File: src/rtl/thn_pkg.sv
// ----------------------------------------------------------------------------
// thn_pkg: shared types and constants for the top-N largest min-heap
// Holds the heap entry layout, build depth, opcode and compare mode codes.
// ----------------------------------------------------------------------------
package thn_pkg;

	localparam int MAX_KEPT  = 16;
	localparam int IDX_W     = $clog2(MAX_KEPT);
	localparam int CNT_W     = $clog2(MAX_KEPT + 1);
	localparam int CFG_W     = 5;
	localparam logic [CFG_W-1:0] CAP_RESET = CFG_W'(10);

	typedef enum logic {
		OP_INSERT = 1'b0,
		OP_DRAIN  = 1'b1
	} op_t;

	typedef enum logic [1:0] {
		CMP_UP,
		CMP_DOWN,
		CMP_REPLACE
	} cmp_mode_t;

	typedef struct packed {
		logic [47:0] mem_bytes;
		logic [31:0] key_tag;
		logic [7:0]  db_index;
		logic [3:0]  data_type;
		logic [31:0] item_count;
		logic [31:0] largest_element;
		logic        has_expiry;
		logic [47:0] expire_ms;
	} entry_t;

	typedef struct packed {
		logic move;
		logic pick_b;
	} cmp_res_t;

	typedef struct packed {
		logic             re;
		logic [IDX_W-1:0] ra0;
		logic [IDX_W-1:0] ra1;
		logic             we;
		logic [IDX_W-1:0] waddr;
	} ram_ctl_t;

endpackage

File: src/rtl/thn_sift_cmp.sv
// ----------------------------------------------------------------------------
// thn_sift_cmp: shared key comparator
// Decides one sift-up step, one sift-down step or the root replacement test.
// ----------------------------------------------------------------------------
module thn_sift_cmp import thn_pkg::*; (
	input  cmp_mode_t   mode,
	input  logic [47:0] cur_key,
	input  logic [47:0] a_key,
	input  logic [47:0] b_key,
	input  logic        a_ok,
	input  logic        b_ok,
	output cmp_res_t    res
);
	logic        a_less;
	logic [47:0] best_key;
	logic        b_less;

	// On equal children the left one wins, since the right must be strictly smaller.
	assign a_less   = a_ok && (a_key < cur_key);
	assign best_key = a_less ? a_key : cur_key;
	assign b_less   = b_ok && (b_key < best_key);

	always_comb begin
		res = '0;
		case (mode)
			CMP_UP: begin
				res.move = a_key > cur_key;
			end
			CMP_REPLACE: begin
				res.move = cur_key > a_key;
			end
			CMP_DOWN: begin
				res.move   = a_less || b_less;
				res.pick_b = b_less;
			end
			default: begin
				res = '0;
			end
		endcase
	end
endmodule

File: config.mk
export PLATFORM = sky130hd
export DESIGN_NAME = thn_sift_cmp
export DESIGN_NICKNAME = d
export VERILOG_FILES = /design/src/rtl/thn_pkg.sv /design/src/rtl/thn_sift_cmp.sv
export SDC_FILE = /design/constraint.sdc
export NUM_CORES = 1
export LEC_CHECK = 0
export BUFFER_PORTS_ARGS = -buffer_cell sky130_fd_sc_hd__buf_2
export CORE_ASPECT_RATIO = 0.7
export CORE_UTILIZATION = 48
export DETAILED_ROUTE_END_ITERATION = 12
export PLACE_DENSITY_LB_ADDON = 0.2
export SYNTH_ARGS = -nofsm -noshare
export SYNTH_HDL_FRONTEND = slang
export SYNTH_SLANG_ARGS = --single-unit
File: constraint.sdc
create_clock -name vclk -period 5.62
set_input_delay 0.281 -clock vclk [all_inputs]
set_output_delay 0.281 -clock vclk [all_outputs]
set_load 0.005 [all_outputs]
==> results.md <==
- Pint: 0.142 mW
- Post-Synth Simple-Gate Area: 0.154
- Gp weighted congestion: just under 1
- Seq/Total Area, Yosys: 0
- Num ports: 150
- Die width: slightly above 90 um
- Most common cell after layout, fill and taps aside: buf_2
- Die ar.: 6190 um^2
- Multi-input gate area: around 2600 um^2
- Most frequent cells in the layout: 150 x buf_2, 95 x ha_1, 52 x inv_1
- Clk network pwr share: 0
- Layout fillers: roughly 520
- Minimum clock period: 5230 ps
- Fmax: about 0.19 GHz
- Startpoint class of the critical path: primary input
- Die H: 66.1 um
- DRT iter0 DRCs: 89
- Tot Pwr: 0.290 mW
- Initial antenna violation count: 0
- Setup TNS Final: 0 ps
- Final cycle utilization of the critical path: 0.931
- Syn Inst Count: 356
- Fraction of layout cells with a size suffix above 1: 0.318
- Switching pwr: ~0.15 mW
- Main combinational cell family by area after synthesis: adder cells
- CP Data Required Time: 5340 ps
- Switching Share: 0.510
- First-pass GRT wire length: 12.7 mm
- Netlist cell types: 41
- Detailed Route WL: a little under 8 mm
- Tot GR Track Use: 0.252
- Worst Path Arrival: roughly 5000 ps
- Drt via density: 5.37
- Worst hold-check path type: primary input to output pin
- DRT antenna net count: 0
- Fin. Hold Viols: 0
- Total core area: 5450 um^2
- Largest net degree at the start of global routing: 38
- Post-Synth XOR/XNOR Area: 0
- Max Cap Violations: 0
- CP max FO: 37
- Setup WS pre-CTS: 424 ps
- # diodes: 0
- Via count: 3086
- Mapped Nets: 599
- Multiplexer share of the synthesized area: 0.167
- Comb pwr share: 1.000
- CP max-delay cell: or4_4
- WS Path Type: primary input to output pin
- Area share of fa/ha/maj cells after synthesis: 0.422
- Worst setup EP type: output pin
- Synth Cell Area: ~2800 um^2
- Sequential standard cell area: 0 um^2
- Compound-Gate Fraction of Synth Area: 0.174
- WP buf/inv: 4
- Kind of cell adding the most delay to the critical path: simple AND/OR/NAND/NOR gates
- Slew Viols, Final: 0
- Routed WL per cell: 13.6 um
- Total gr overflow: 0
- Slew @ Worst Pin: slightly above 600 ps
- Number of nets in the layout: 748
- Slowest stage delay, CP: 560 ps
- Pleak: 2.07 nW
- Number of global-route vias before repair: 2990
- Pwr Density: 79.4 nW/um^2
- Post-CTS resize count: 0
- Post-CTS Setup Inserts: 0
- Initial Util: 0.517
- Area Growth Syn to Fin: 29.6%
- I/O Buffers: 150
- Max_slew headroom: 0.575
- DR pass1 iterations: 4
- Site row count: 22
- Avg Cell Area, Syn: between 7 and 8 um^2
- Setup slack after layout: 388 ps
- Post-DP HPWL: 7.13 mm
- CLK BUF: 0
- Peak VDD IR: 0.0000387 V
- Num sequential: 0
- RSZ-0062 raised after global routing: false
- Reg power frac: 0
- Final Setup Violations: 0
- DRC Markers: 0
- Outcome: finished, final reports clean
- Ordered list of cells on the worst path: buf_2 -> inv_1 -> ha_1 -> nand4_1 -> or4_4 -> nor2_2 -> o31ai_1 -> o211a_2 -> nor2_4 -> buf_12 -> mux2i_1 -> ha_1 -> a21o_1 -> a21o_1 -> a221oi_1 -> nor3_1 -> or4_1 -> or2_2 -> o21ai_1 -> buf_2
- Synth warn: 0
- Cts hold-fix bufs: 0
## cell usage after synthesis (3+ instances only)
library cell   n  area share
a211oi_1       3      0.0080
a21o_1        10       0.027
a21oi_1       36       0.064
a221oi_1       3      0.0093
ha_1          95        0.42
inv_1         52       0.069
mux2i_1       47        0.17
nand2_1       15       0.020
nand3_1       13       0.023
nand4_1       17       0.038
nor2_1         3      0.0040
nor2b_1        4      0.0089
nor3_1        10       0.018
o21ai_0       14       0.025
## worst paths after layout
| check | from | to | slack, ps | depth (start not counted) |
|---|---|---|---|---|
| worst max-delay path | a_key[43] | res[1] | 390 | 20 |
| worst min-delay path | b_key[0] | res[0] | 1000 | 4 |
## through the flow
step / util / hold WS, ps / cells / area (um^2)
after floorplan: - / 755 / 356 / 2820
after global placement: 0.670 / 992 / 575 / 3650
after detailed placement: 0.670 / 994 / 575 / 3650
after CTS: 0.670 / 993 / 575 / 3650
after global routing: 0.670 / 1020 / 575 / 3650
final: 0.670 / 998 / 575 / 3650
## area by class of cell
| type | count | area share |
|---|---|---|
| inverters | 52 | 0.0535 |
| multi-input cells | 299 | 0.709 |
| well taps | 72 | 0.0247 |
| repair buffers | 152 | 0.213 |
## metal layers
metal	GRT usage	vias to the layer above	wire (um)
met5	0	-	0
met4	0.0269	0	89
met3	0.0322	8	486
met2	0.447	96	3370
met1	0.335	1336	3850
li1	-	1646	-
## power by group through the flow
stage / Clock [mW] / Combinational [mW] / Sequential [mW]
floorplan: 0 / 0.178 / 0
global placement: 0 / 0.280 / 0
detailed placement: 0 / 0.288 / 0
CTS: 0 / 0.290 / 0
global route: 0 / 0.332 / 0
finish: 0 / 0.290 / 0
## logic make-up after synthesis
group / count (synthesis)
AO/OA/AOI/OAI: 80
multiplexers: 47
adder cells (fa/ha/maj): 95
buffers and inverters: 57
AND/OR/NAND/NOR: 77
Note: power is estimated with default switching activity, not from simulation.
