## src/rtl/thn_pkg.sv

```systemverilog
// ----------------------------------------------------------------------------
// thn_pkg: shared types and constants for the top-N largest min-heap
// Holds the heap entry layout, build depth, opcode and compare mode codes.
// ----------------------------------------------------------------------------
package thn_pkg;

	localparam int MAX_KEPT  = 16;
	localparam int IDX_W     = $clog2(MAX_KEPT);
	localparam int CNT_W     = $clog2(MAX_KEPT + 1);
	localparam int CFG_W     = 5;
	localparam logic [CFG_W-1:0] CAP_RESET = CFG_W'(10);

	typedef enum logic {
		OP_INSERT = 1'b0,
		OP_DRAIN  = 1'b1
	} op_t;

	typedef enum logic [1:0] {
		CMP_UP,
		CMP_DOWN,
		CMP_REPLACE
	} cmp_mode_t;

	typedef struct packed {
		logic [47:0] mem_bytes;
		logic [31:0] key_tag;
		logic [7:0]  db_index;
		logic [3:0]  data_type;
		logic [31:0] item_count;
		logic [31:0] largest_element;
		logic        has_expiry;
		logic [47:0] expire_ms;
	} entry_t;

	typedef struct packed {
		logic move;
		logic pick_b;
	} cmp_res_t;

	typedef struct packed {
		logic             re;
		logic [IDX_W-1:0] ra0;
		logic [IDX_W-1:0] ra1;
		logic             we;
		logic [IDX_W-1:0] waddr;
	} ram_ctl_t;

endpackage

```

## src/rtl/thn_heap_ram.sv

```systemverilog
// ----------------------------------------------------------------------------
// thn_heap_ram: heap entry storage
// One write port and two read ports with registered read data.
// ----------------------------------------------------------------------------
module thn_heap_ram import thn_pkg::*; (
	input  logic     clk,
	input  ram_ctl_t ctl,
	input  entry_t   wdata,
	output entry_t   rd0,
	output entry_t   rd1
);
	entry_t mem_q [MAX_KEPT];
	entry_t rd0_q;
	entry_t rd1_q;

	always_ff @(posedge clk) begin
		if (ctl.we) begin
			mem_q[ctl.waddr] <= wdata;
		end
		if (ctl.re) begin
			rd0_q <= mem_q[ctl.ra0];
			rd1_q <= mem_q[ctl.ra1];
		end
	end

	assign rd0 = rd0_q;
	assign rd1 = rd1_q;
endmodule

```

## config.mk

```make
export PLATFORM = sky130hd
export DESIGN_NAME = thn_heap_ram
export DESIGN_NICKNAME = d
export VERILOG_FILES = /design/src/rtl/thn_pkg.sv /design/src/rtl/thn_heap_ram.sv
export SDC_FILE = /design/constraint.sdc
export NUM_CORES = 2
export LEC_CHECK = 0
export BUFFER_PORTS_ARGS = -buffer_cell sky130_fd_sc_hd__buf_2
export CAP_MARGIN = 20
export CORE_MARGIN = 2
export CORE_UTILIZATION = 35
export CTS_CLUSTER_SIZE = 8
export DETAILED_ROUTE_END_ITERATION = 16
export GPL_TIMING_DRIVEN = 0
export PLACE_DENSITY = 0.6
export SLEW_MARGIN = 20
export SYNTH_ARGS = -nofsm -noshare
export SYNTH_HDL_FRONTEND = slang
export SYNTH_SLANG_ARGS = --single-unit
```

## constraint.sdc

```tcl
create_clock -name clk -period 45 [get_ports clk]
set_input_delay 0 -clock clk [delete_from_list [all_inputs] [get_ports clk]]
set_output_delay 0 -clock clk [all_outputs]
set_load 0.05 [all_outputs]
```

==> results by group <==
Outcome
  – Run status: completed

STA
  – Final period utilization: 8.868%
  – Slew margin rel.: 14.42%
  – Least-Margin Pin Slew: approximately 1.3 ns
  – Min cycle time layout: roughly 4 ns
  – Max Slew Vio Count: 0
  – Setup TNS: 0 ns
  – Layout Skew: between 0.04 and 0.05 ns
  – Fmax: between 0.2 and 0.3 GHz
  – Unrepaired setup endpoints after global routing: false
  – Hold Violations, Final: 0
  – Final Setup Violations: 0

Critical path
  – CP endpoint kind: flip-flop
  – Slowest CP cell: dlygate4sd3_1
  – Crit-path cells: dlygate4sd3_1 > dlygate4sd3_1 > buf_2 > dlygate4sd3_1 > nor3_2 > dlygate4sd3_1 > buf_4 > buf_4 > buf_4 > buf_4 > buf_4 > buf_4 > buf_4 > buf_4
  – Worst-path fanout max: 7
  – Worst EP arrival: approximately 4.7 ns
  – Crit path top cell by count: buf_4
  – Slowest stage delay, CP: roughly 0.76 ns
  – CP startpoint kind: primary input
  – Worst path required time: 45.74 ns
  – Worst setup path category: in2reg

Cells and area
  – Synthesis-to-layout area growth: 22.96%
  – Leading cell type in the layout, fill and taps excluded: edfxtp_1
  – Commonest non-fill, non-tap cells in the layout: edfxtp_1, mux4_2, buf_2
  – Layout cells sized above 1: between 30 and 40%
  – Final #Nets: between 9000 and 10000
  – Fill count: about 39000
  – Final core utilization: a little over two fifths

Clock network
  – H-tree lvl count: 6
  – Post-CTS setup buffers: 0
  – Clock tree buffer depth: 4
  – CTS buffer count: between 500 and 600
  – Worst skew pair latency: around 1.1 ns
  – CTS clk-pin slew, worst paths: 0.05 ns
  – Hold-fix buffers, CTS: about 440
  – TritonCTS clock tree: yes
  – Clock Sink Count: between 3000 and 4000
  – Post-CTS sizing: 0
  – Root buf cell: clkbuf_16

Yosys
  – Post-Syn Instances: ~7400
  – Xor/xnor cell area share of the yosys netlist: 0%
  – Count of cell types in the netlist: 25
  – Yosys reg bits: approximately 3700
  – Main combinational cell family by area after synthesis: multiplexers
  – Ys Warns: 0
  – Synthesized area: between 150000 and 200000 sq um
  – Synthesized area per cell: ~21 sq um
  – Post-synthesis net count: 7638
  – Area fraction in and, or, nand and nor cells after synthesis: around 1.3%
  – Adder-cell share of the synthesized area: 0%
  – Mux contribution to synthesized area: about 23%
  – Post-synthesis compound-gate area fraction: between 4 and 5%
  – Sequential share of the synthesized area: a little over two thirds

Pwr
  – Leak pwr: roughly 64 nW
  – Cell Pwr Density: between 40 and 50 nW/um^2
  – Peak supply drop: around 0.046 mV

GRT
  – Vias in the first global route: ~97000
  – Total GRT Usage: 25.85%
  – Wire length of the first global-routing pass: between 800000 and 900000 microns
  – Largest net degree at the start of global routing: 105
  – GRT overflow: 0
  – Antenna violations before repair: about 160

Placed design
  – IO buf count: 626
  – Routability cong.: about 0.8
  – Detailed placement HPWL: 421800 microns

Routing
  – Avg WL per Cell: 39.14 microns
  – Post-route DRC: 0
  – DR vias/cell: around 6.2
  – Final ANT Viol Nets: 0
  – Routed WL: 608100 microns
  – DRT Pass-1 Iters: 6
  – Vias: 96805
  – Drt initial violations: 15045

Floorplan
  – Height of the die: ~680 microns
  – I/O pin count: 630
  – Total die area: roughly 460000 sq um
  – Die W: slightly below 700 microns
  – Initial Utilization: a little over a third
  – Core Region: about 450000 sq um
  – Cell Rows: about 250

Hold path
  – Tightest Hold Check Type: in2reg

Job
  – Max-cap violation count: 0
[worst max-delay path, delay by kind of cell]
| family | cells | cell delay (ns) |
|---|---|---|
| buffers and inverters | 13 | 4.50 |
| and+or+nand+nor | 1 | 0.19 |
[report_power, final]
part	leakage, nW	total (W)	switching [W]	internal [W]
sequential	33.7	0.00394	0.0000388	0.00390
clock	7.16	0.00366	0.00150	0.00216
combinational	23.6	0.000856	0.000573	0.000283
[per-stage QoR]
step | cells | power (W) | hold WS (ns) | area, sq um | setup WS [ns]
after floorplan | 7418 | 0.004447 | 0.09887 | 158800 | 29.66
after global placement | 14020 | 0.004813 | 0.3568 | 169400 | 6.431
after detailed placement | 14395 | 0.004813 | 0.3762 | 175900 | 41.01
after CTS | 15440 | 0.008488 | 0.001790 | 194900 | 41.20
after global routing | 15484 | 0.008650 | 0.01499 | 195100 | 41.01
final | 15536 | 0.008456 | 0.05090 | 195200 | 41.01
[logic make-up after synthesis]
group / count (synthesis)
DFF: 3690
AOI/OAI and AO/OA: 888
buffers and inverters: 567
muxes: 1761
and+or+nand+nor: 512
[flip-flops by register name, summed over array words and instances, names as in the netlist]
signal,flops
mem_q,3280
rd0,205
rd1,205
[metal layers]
layer | vias up | track usage (%) | wire, microns
met5 | - | 0 | 368
met4 | 58 | 13.97 | 37160
met3 | 1452 | 6.888 | 67680
met2 | 7298 | 41.43 | 289200
met1 | 51542 | 32.06 | 213700
li1 | 36455 | - | -
[layout make-up]
class | instances | area [sq um] | share of cell area [%]
diodes | 94 | 235.2 | 0.1205
flip-flops and latches | 3690 | 110800 | 56.77
clock inverters | 63 | 1149 | 0.5884
plain buffers | 567 | 2776 | 1.422
clock buffers | 547 | 13560 | 6.947
repair buffers | 1438 | 13810 | 7.075
well taps | 5976 | 7477 | 3.831
multi-input cells | 3161 | 45390 | 23.25
[synth_stat cells, drive strengths merged]
library cell  instances  area (sq um)
nand3b                2         15.01
nand3                59         295.3
a22oi               784          5886
or3b                  1         8.760
mux2i               237          2372
clkbuf              230         867.1
a21oi                 5         25.02
nand2b                4         25.02
nor3                  4         20.02
nand2               366          1374
nor2                 59         221.5
a22o                  5         43.79
buf                 337          1831
o22ai                89         556.8
and2                  5         31.28
or2                   1         6.260
edfxtp             3690        110800
a21o                  5         37.54
mux2                  5         56.30
mux4               1519         34210
nor2b                11         68.82
[worst paths after layout]
kind                     to  depth (start not counted)  slack, ns           from
min          mem_q[11][117]                          2       0.05     wdata[117]
min reg2reg         rd1[10]                          3       0.78  mem_q[12][10]
max reg2reg        rd1[114]                          3      43.10  mem_q[1][114]
max          mem_q[12][116]                         14      41.01         ctl[0]
Power figures use the tool's default switching activity.
